`src/mu8d_pkg.sv`:
```
package mu8d_pkg;

  localparam int unsigned ByteW  = 8;
  localparam int unsigned CodeW  = 21;
  localparam int unsigned PartW  = 20;
  localparam int unsigned CountW = 3;

  localparam logic [CountW-1:0] LenTwo   = 3'd2;
  localparam logic [CountW-1:0] LenThree = 3'd3;
  localparam logic [CountW-1:0] LenSix   = 3'd6;

  localparam logic [ByteW-1:0] SurrogateLead = 8'hED;
  localparam logic [CodeW-1:0] SuppBase      = 21'h10000;
  localparam logic [CodeW-1:0] MaxCodePoint  = 21'h10FFFF;

  typedef enum logic [1:0] {
    ST_CHAR     = 2'd0,
    ST_BAD_LEAD = 2'd1,
    ST_TRUNC    = 2'd2
  } status_e;

endpackage

```
`src/modified_utf8_decoder.sv`:
```
// Modified UTF-8 / CESU-8 decoder.
// The input channel carries one encoded byte per beat together with an
// end-of-buffer flag on the last byte of each buffer. The output channel
// carries one decoded code point per beat, a status code and a finished
// flag set on the result of a buffer's last byte.
// Both channels use valid and stall; a beat moves on a rising edge with
// valid high and stall low.
// A beat is registered on acceptance and decoded from the input register.
// Its result, if it has one, is loaded into the output register when the
// output side takes the previous beat or is empty. One byte is accepted
// every cycle as long as the output side keeps taking results; bytes that
// open or continue a sequence without ending it give no output beat, and
// nor do dropped bytes. When the receiver stalls, the output register
// holds its beat and the input register keeps one more byte, after which
// the input stalls too. Reset clears both pipeline valid bits and the
// decoder state, so decoding starts at a lead byte with no open sequence.
module modified_utf8_decoder
  import mu8d_pkg::*;
(
  input  logic             clk_i,
  input  logic             rst_ni,
  input  logic             in_valid_i,
  output logic             in_stall_o,
  input  logic [ByteW-1:0] data_byte_i,
  input  logic             end_of_buffer_i,
  output logic             out_valid_o,
  input  logic             out_stall_i,
  output logic [CodeW-1:0] code_point_o,
  output logic [1:0]       status_o,
  output logic             finished_o
);

  logic              in_valid_q;
  logic [ByteW-1:0]  byte_q;
  logic              eob_q;

  logic [CountW-1:0] bytes_left_q, bytes_left_d;
  logic [CountW-1:0] seq_len_q, seq_len_d;
  logic [PartW-1:0]  partial_q, partial_d;
  logic              discard_q, discard_d;

  logic              out_valid_q;
  logic [CodeW-1:0]  code_point_q;
  status_e           status_q;
  logic              finished_q;

  logic              advance;
  logic              res_valid;
  logic [CodeW-1:0]  res_cp;
  status_e           res_st;
  logic              res_fin;
  logic [CountW-1:0] pos;
  logic [CountW-1:0] bytes_dec;
  logic [CountW-1:0] lead_len;
  logic [PartW-1:0]  lead_part;
  logic [PartW-1:0]  contrib;
  logic [PartW-1:0]  part_sum;

  assign advance    = !out_valid_q || !out_stall_i;
  assign in_stall_o = in_valid_q && !advance;

  assign pos       = seq_len_q - bytes_left_q;
  assign bytes_dec = bytes_left_q - 3'd1;
  assign part_sum  = partial_q + contrib;

  always_comb begin
    contrib = '0;
    case (seq_len_q)
      LenTwo: contrib = PartW'(byte_q[5:0]);
      LenThree: begin
        if (pos == 3'd1) begin
          contrib = PartW'({byte_q[5:0], 6'd0});
        end else begin
          contrib = PartW'(byte_q[5:0]);
        end
      end
      default: begin
        case (pos)
          3'd1:    contrib = PartW'({byte_q[3:0], 16'd0});
          3'd2:    contrib = PartW'({byte_q[5:0], 10'd0});
          3'd4:    contrib = PartW'({byte_q[3:0], 6'd0});
          3'd5:    contrib = PartW'(byte_q[5:0]);
          default: contrib = '0;
        endcase
      end
    endcase
  end

  always_comb begin
    if (byte_q[7:5] == 3'b110) begin
      lead_len  = LenTwo;
      lead_part = PartW'({byte_q[4:0], 6'd0});
    end else if (byte_q == SurrogateLead) begin
      lead_len  = LenSix;
      lead_part = '0;
    end else begin
      lead_len  = LenThree;
      lead_part = PartW'({byte_q[3:0], 12'd0});
    end
  end

  always_comb begin
    res_valid    = 1'b0;
    res_cp       = '0;
    res_st       = ST_CHAR;
    res_fin      = eob_q;
    bytes_left_d = bytes_left_q;
    seq_len_d    = seq_len_q;
    partial_d    = partial_q;
    discard_d    = discard_q;
    if (discard_q) begin
      if (eob_q) begin
        discard_d = 1'b0;
      end
    end else if (bytes_left_q == '0) begin
      if (!byte_q[7]) begin
        res_valid = 1'b1;
        res_cp    = CodeW'(byte_q);
      end else if (byte_q[7:6] == 2'b10 || byte_q[7:4] == 4'hF) begin
        res_valid = 1'b1;
        res_st    = ST_BAD_LEAD;
        discard_d = !eob_q;
      end else if (eob_q) begin
        res_valid = 1'b1;
        res_st    = ST_TRUNC;
        res_fin   = 1'b1;
      end else begin
        seq_len_d    = lead_len;
        bytes_left_d = lead_len - 3'd1;
        partial_d    = lead_part;
      end
    end else if (bytes_dec == '0) begin
      res_valid    = 1'b1;
      res_cp       = (seq_len_q == LenSix) ? CodeW'(part_sum) + SuppBase : CodeW'(part_sum);
      bytes_left_d = '0;
      seq_len_d    = '0;
      partial_d    = '0;
    end else if (eob_q) begin
      res_valid    = 1'b1;
      res_st       = ST_TRUNC;
      res_fin      = 1'b1;
      bytes_left_d = '0;
      seq_len_d    = '0;
      partial_d    = '0;
    end else begin
      bytes_left_d = bytes_dec;
      partial_d    = part_sum;
    end
  end

  always_ff @(posedge clk_i or negedge rst_ni) begin
    if (!rst_ni) begin
      in_valid_q <= 1'b0;
    end else if (!in_stall_o) begin
      in_valid_q <= in_valid_i;
    end
  end

  always_ff @(posedge clk_i) begin
    if (in_valid_i && !in_stall_o) begin
      byte_q <= data_byte_i;
      eob_q  <= end_of_buffer_i;
    end
  end

  always_ff @(posedge clk_i or negedge rst_ni) begin
    if (!rst_ni) begin
      bytes_left_q <= '0;
      seq_len_q    <= '0;
      partial_q    <= '0;
      discard_q    <= 1'b0;
    end else if (in_valid_q && advance) begin
      bytes_left_q <= bytes_left_d;
      seq_len_q    <= seq_len_d;
      partial_q    <= partial_d;
      discard_q    <= discard_d;
    end
  end

  always_ff @(posedge clk_i or negedge rst_ni) begin
    if (!rst_ni) begin
      out_valid_q <= 1'b0;
    end else if (advance) begin
      out_valid_q <= in_valid_q && res_valid;
    end
  end

  always_ff @(posedge clk_i) begin
    if (advance && in_valid_q && res_valid) begin
      code_point_q <= res_cp;
      status_q     <= res_st;
      finished_q   <= res_fin;
    end
  end

  assign out_valid_o  = out_valid_q;
  assign code_point_o = code_point_q;
  assign status_o     = status_q;
  assign finished_o   = finished_q;

endmodule

```
`config.mk`:
```
export PLATFORM = sky130hd
export DESIGN_NAME = modified_utf8_decoder
export DESIGN_NICKNAME = d
export VERILOG_FILES = /design/src/mu8d_pkg.sv /design/src/modified_utf8_decoder.sv
export SDC_FILE = /design/constraint.sdc
export NUM_CORES = 1
export LEC_CHECK = 0
export ABC_AREA = 1
export BUFFER_PORTS_ARGS = -buffer_cell sky130_fd_sc_hd__buf_2
export CORE_MARGIN = 1.5
export CORE_UTILIZATION = 40
export DETAILED_ROUTE_END_ITERATION = 7
export SYNTH_ARGS = -nofsm -noshare
export SYNTH_HDL_FRONTEND = slang
export SYNTH_SLANG_ARGS = --single-unit
```
`constraint.sdc`:
```
create_clock -name clk_i -period 5 [get_ports clk_i]
set_input_delay 1.25 -clock clk_i [delete_from_list [all_inputs] [get_ports clk_i]]
set_output_delay 1.25 -clock clk_i [all_outputs]
set_load 0.05 [all_outputs]
```
======== Yosys cells after proc, flatten, opt, wreduce, memory -nomap -nowiden ========
Index checks and enable logic that the tools add are counted.
word-level totals
  register bits after elaboration ......... 62
  input port bits ......................... 13
  output and inout port bits .............. 26
  logic and storage cells ................. 98
cells by class
  add/sub/neg operators ................... 5
  equal/unequal tests ..................... 14
  multiplexer cells ....................... 50
  bitwise gates (word level) .............. 1
  reductions and logical operators ........ 17
operator list
  cell                                                                   count
  20-bit 2-to-1 mux                                                      6
  20-bit one-hot mux with 4 select lines                                 1
  21-bit 2-to-1 mux                                                      3
  3-bit 2-to-1 mux                                                       14
  20-bit one-hot mux with 2 select lines                                 1
  16-bit 2-to-1 mux                                                      2
  20-bit by 17-bit adder with 21-bit output, second input constant       1
  20-bit adder                                                           1
  1-bit 2-to-1 mux                                                       16
  3-bit equality test, second input constant                             4
  12-bit 2-to-1 mux                                                      1
  2-bit 2-to-1 mux                                                       5
  3-bit by 2-bit equality test with 1-bit output, second input constant  3
  8-bit equality test, second input constant                             1
  7-bit 2-to-1 mux                                                       1
  3-bit zero test                                                        2
  2-bit != test, second input constant                                   3
  6-bit AND reduction                                                    1
  3-bit by 1-bit subtractor with 3-bit output, second input constant     2
  1-bit logical AND                                                      5
  1-bit zero test                                                        5
  5-bit AND reduction                                                    1
  4-bit equality test, second input constant                             1
  3-bit by 1-bit equality test with 1-bit output, second input constant  1
  other kinds (5)                                                        6

======== Logic depth before layout (Yosys ltp) ========
  depth after elaboration ................. 9
  mapped depth ............................ 28
  gate-level depth less buffers ........... 28

======== Least setup slack after synthesis ========
OpenSTA, ideal clock, no wires.
  path kind ............................... register -> register
  start ................................... register seq_len_q[0]
  end ..................................... register code_point_q[19] (netlist: code_point_o[19]), data pin
  library setup time ...................... 0.250 ns
  data arrival time ....................... 3.251 ns
  data required time ...................... 4.750 ns
  path slack .............................. 1.499 ns
  stages on the path, launching flop included .. 25
  buffers on the path ..................... 0
  period minus slack after synthesis ...... 3.501 ns
  cells stage by stage .................... dfrtp_1 -> inv_1 -> ha_1 -> inv_1 -> fa_1 -> nor2_1 -> nand2_1 -> nand2_1 -> inv_1 -> nor3_1 -> ha_1 -> inv_1 -> fa_1 -> inv_1 -> nand2_1 -> nand2_1 -> nand3_1 -> nand2_2 -> nand2_2 -> nand3b_2 -> nand2_4 -> nor2_8 -> nand4_1 -> nand2_1 -> nor2_1
on the way
  word-level cells in the longest chain between the ends .. 9
  elaborated cells between the ends (all ways) .. 16
  those cells by class .................... 3 x add/sub; 7 x eq/ne; 6 x mux
RTL lines
  item                                                                         line                                                      RTL
  from (decl)                                                                  modified_utf8_decoder.sv:38                               logic [CountW-1:0] seq_len_q, seq_len_d;
  from (signal assigned)                                                       modified_utf8_decoder.sv:174                              seq_len_q <= seq_len_d;
  3-bit subtractor                                                             modified_utf8_decoder.sv:62                               assign pos = seq_len_q - bytes_left_q;
  3-bit equality test, or another cell as far along                            modified_utf8_decoder.sv:78                               case (pos)
  20-bit one-hot mux with 4 select lines or 12-bit 2-to-1 mux (tied branches)  modified_utf8_decoder.sv:78, modified_utf8_decoder.sv:71
  20-bit one-hot mux with 2 select lines                                       modified_utf8_decoder.sv:68                               case (seq_len_q)
  20-bit adder                                                                 modified_utf8_decoder.sv:64                               assign part_sum = partial_q + contrib;
  20-bit by 17-bit adder with 21-bit output                                    modified_utf8_decoder.sv:134                              res_cp = (seq_len_q == LenSix) ? CodeW'(part_sum) + SuppBase : CodeW'(part_sum);
  21-bit 2-to-1 mux *                                                          modified_utf8_decoder.sv:134
  21-bit 2-to-1 mux *                                                          modified_utf8_decoder.sv:132                              end else if (bytes_dec == '0) begin
  21-bit 2-to-1 mux *                                                          modified_utf8_decoder.sv:115                              end else if (bytes_left_q == '0) begin
  to (signal assigned)                                                         modified_utf8_decoder.sv:190                              code_point_q <= res_cp;
  to (decl)                                                                    modified_utf8_decoder.sv:43                               logic [CodeW-1:0] code_point_q;
Mark *: on every way between the ends. The rest lies on a longest branch, timed or not.
A chain may end at the register's enable or synchronous reset.

======== Worst setup path after layout ========
Same ends and word-level chain as after synthesis.

==> flow_metrics.env <==
export IMPL_power_density_nw_per_um2=658
export IMPL_cts_resized=0
export IMPL_synth_top_family_by_area="simple AND/OR/NAND/NOR gates"
export IMPL_end_kind="register"
export IMPL_worst_ep_arrival_time_ns=4.09
export IMPL_die_area_sq_um=10700
export IMPL_swShare_pct=51.0
export IMPL_insertion_delay_ns=0.36
export IMPL_slowest_stage="fa_1"
export IMPL_power_switching_uw=1540
export IMPL_post_layout_nonfiller_instances=685
export IMPL_drtAntennaViolNets=0
export IMPL_cts_hold_buf=0
export IMPL_synth_xor_area_share_pct=3.03
export IMPL_finClkSkew_ns=0.0129
export IMPL_fmax_ghz=0.252
export IMPL_syn_inst=502
export IMPL_critPathBufInv=5
export IMPL_drive_gt1_share_pct=15.9
export IMPL_synth_edf_count=33
export IMPL_crit_type="register to register"
export IMPL_layout_min_cycle_time_ns=3.97
export IMPL_whs_ns=0.497
export IMPL_p_int_uw=1480
export IMPL_synth_nets=541
export IMPL_cap_violations=0
export IMPL_synth_cell_types=46
export IMPL_status="finished, final reports clean"
export IMPL_async_flop_share_pct=46.8
export IMPL_layout_setup_ws_ns=1.03
export IMPL_synth_top_cell_area_share_pct=24.5
export IMPL_dp_hpwl_microns=7600
export IMPL_io_buffer_count=38
export IMPL_netlist_top_cell_by_area="edfxtp_1"
export IMPL_syn2layout_area_growth_pct=13.0
export IMPL_core_area_sq_um=9770
export IMPL_dr_total_vias=3476
export IMPL_p_total_uw=3010
export IMPL_htreeDepth=3
export IMPL_dpl_worst_slack_ns=1.06
export IMPL_antenna_found_initial=0
export IMPL_tightestPinTransition_ns=0.761
export IMPL_leakage_uw=0.00223
export IMPL_synth_area_leaders="edfxtp_1 24%, dfrtp_1 18%, nand2_1 12%"
export IMPL_synth_commonest_cells="127 x nand2_1, 71 x inv_1, 43 x nor2_1, 33 x edfxtp_1, 29 x dfrtp_1"
export IMPL_netlist_area_sq_um=4050
export IMPL_avgViaCountPerCell=5.07
export IMPL_pin_count=39
export IMPL_fin_nets=586
export IMPL_slowest_delay_ns=0.48
export IMPL_yosysWarnings=0
export IMPL_synth_compound_area_share_pct=11.1
export IMPL_p_clk_share_pct=14.9
export IMPL_cp_required_ns=5.12
export IMPL_die_h_microns=104
export IMPL_seqPwrFrac_pct=27.9
export IMPL_ys_flop_type="edfxtp_1"
export IMPL_worstPathCellList="inv_1 > ha_1 > inv_1 > fa_1 > nor2_1 > nand2_1 > nand2_1 > inv_1 > nor3_1 > ha_1 > inv_1 > fa_1 > inv_1 > nand2_1 > nand2_1 > nand3_1 > nand2_2 > nand2_2 > nand3b_2 > nand2_4 > nor2_8 > nand4_1 > nand2_1 > nor2_1"
export IMPL_slew_headroom_pct=49.3
export IMPL_rsz0062_at_grt="false"
export IMPL_rows=36
export IMPL_cts_tree="done"
export IMPL_fp_dieW_microns=104
export IMPL_drc_errors=0
export IMPL_cts_max_path_buffers=2
export IMPL_grt_max_degree=30
export IMPL_clk_pin_slew_ns=0.07
export IMPL_antenna_cells=0
export IMPL_avgSynthCellArea_sq_um=8.07
export IMPL_muxShareOfSynthArea_pct=0
export IMPL_synthAdderAreaFrac_pct=8.41
export IMPL_grt_remaining_overflow=0
export IMPL_drt_wl_total_microns=10200
export IMPL_hold_viol=0
export IMPL_ir_drop_uv=334
export IMPL_drv_slew=0
export IMPL_yosysMostFrequentCell="nand2_1"
export IMPL_totalNegativeSetupSlack_ns=0
export IMPL_place_gp_congestion=0.931
export IMPL_yosys_area_share_simple_pct=26.7
export IMPL_clock_sinks=62
export IMPL_post_place_cells=669
export IMPL_pwr_share_comb_pct=57.2
export IMPL_grtUsageTotal_pct=19.7
export IMPL_path_max_fanout=6
export IMPL_setup_viol=0
export IMPL_crit_family="simple AND/OR/NAND/NOR gates"
export IMPL_drt_iter0_drc=171
export IMPL_postCtsSetupBuffers=0
export IMPL_grt_pass1_wl_microns=16600
export IMPL_root_buffer="clkbuf_8"
export IMPL_post_route_period_util_pct=79.3
export IMPL_ys_seq_area_share_pct=42.4
export IMPL_start_kind="register"
export IMPL_drtPass1Iterations=5
export IMPL_initial_utilization_pct=41.4
export IMPL_min_path_type="register to register"
export IMPL_wl_per_cell_microns=14.9
export IMPL_ys_ff_latch=62
export IMPL_cts_inserted_buffers=9
export IMPL_first_global_vias=3302
-- layout by cell type, fill, tap and decap left out, types with 16 or more instances in the layout --
cell      synthesis  layout
o21ai_1          16      16
dfrtp_1          29      29
nor2_1           43      42
nand3_1          20      20
nand2_1         127     127
a21oi_1          17      17
buf_2             2      38
inv_1            71      71
nor3_1           19      19
ha_1             24      24
edfxtp_1         33      33
-- power groups by stage --
stage	registers (uW)	logic [uW]	clock network [uW]
floorplan	1090	1070	0
global placement	847	1690	0
detailed placement	850	1700	0
CTS	841	1720	452
global route	859	1900	477
finish	841	1720	448
-- final timing paths --
kind / from / to / slack, ns / cells past startpoint
max: seq_len_q[0]$_DFFE_PN0P_ / code_point_o[19]$_SDFFCE_PP0P_ / 1.03 / 24
min: partial_q[5]$_DFFE_PN0P_ / partial_q[5]$_DFFE_PN0P_ / 0.50 / 2
max reg2reg: seq_len_q[0]$_DFFE_PN0P_ / code_point_o[19]$_SDFFCE_PP0P_ / 1.03 / 24
min reg2reg: partial_q[5]$_DFFE_PN0P_ / partial_q[5]$_DFFE_PN0P_ / 0.50 / 2
max in group asynchronous: rst_ni / seq_len_q[0]$_DFFE_PN0P_ / 3.55 / 1
min in group asynchronous: rst_ni / partial_q[7]$_DFFE_PN0P_ / 0.95 / 1
-- tightest hold or removal path, stage by stage, from the launching register on --
cell,delay (ns)
dfrtp_1,0.35
nand2_1,0.05
o21ai_1,0.06
-- cell type report --
cell class                 count  area, sq um
sequential                    62         1720
tap                          133          166
inverter                      79          299
fill                         967         5200
timing repair buffer          40          205
clock inverter                 4         47.5
clock buffer                  12          145
multi-input combinational    355         2000
-- through the flow --
step / util (%) / instance area [sq um]
3_3_place_gp: 44.8 / 4380
4_1_cts: 46.8 / 4580
2_1_floorplan: - / 4050
3_5_place_dp: 44.8 / 4380
5_1_grt: 46.8 / 4580
6_report: 46.8 / 4580
-- metal layers --
| metal | wire length [microns] | part of all wire (%) | GRT usage (%) |
|---|---|---|---|
| met5 | 0 | 0 | 0 |
| met1 | 4960 | 48 | 27.2 |
| met4 | 214 | 2.1 | 7.64 |
| met2 | 4650 | 45 | 31.5 |
| met3 | 406 | 4.0 | 2.77 |
-- cells by family after synthesis --
logic type / count (synthesis)
AND/OR/NAND/NOR: 239
buffers and inverters: 85
AO/OA/AOI/OAI: 76
flip-flops: 62
adder cells (fa/ha/maj): 26
XOR/XNOR: 14
-- sequential cells by signal, summed over array words and instances, names as in the netlist --
name          flops
seq_len_q         3
out_valid_o       1
finished_o        1
discard_q         1
eob_q             1
bytes_left_q      3
in_valid_q        1
partial_q        20
status_o          2
byte_q            8
code_point_o     21
Note: power is estimated with default switching activity, not from simulation.
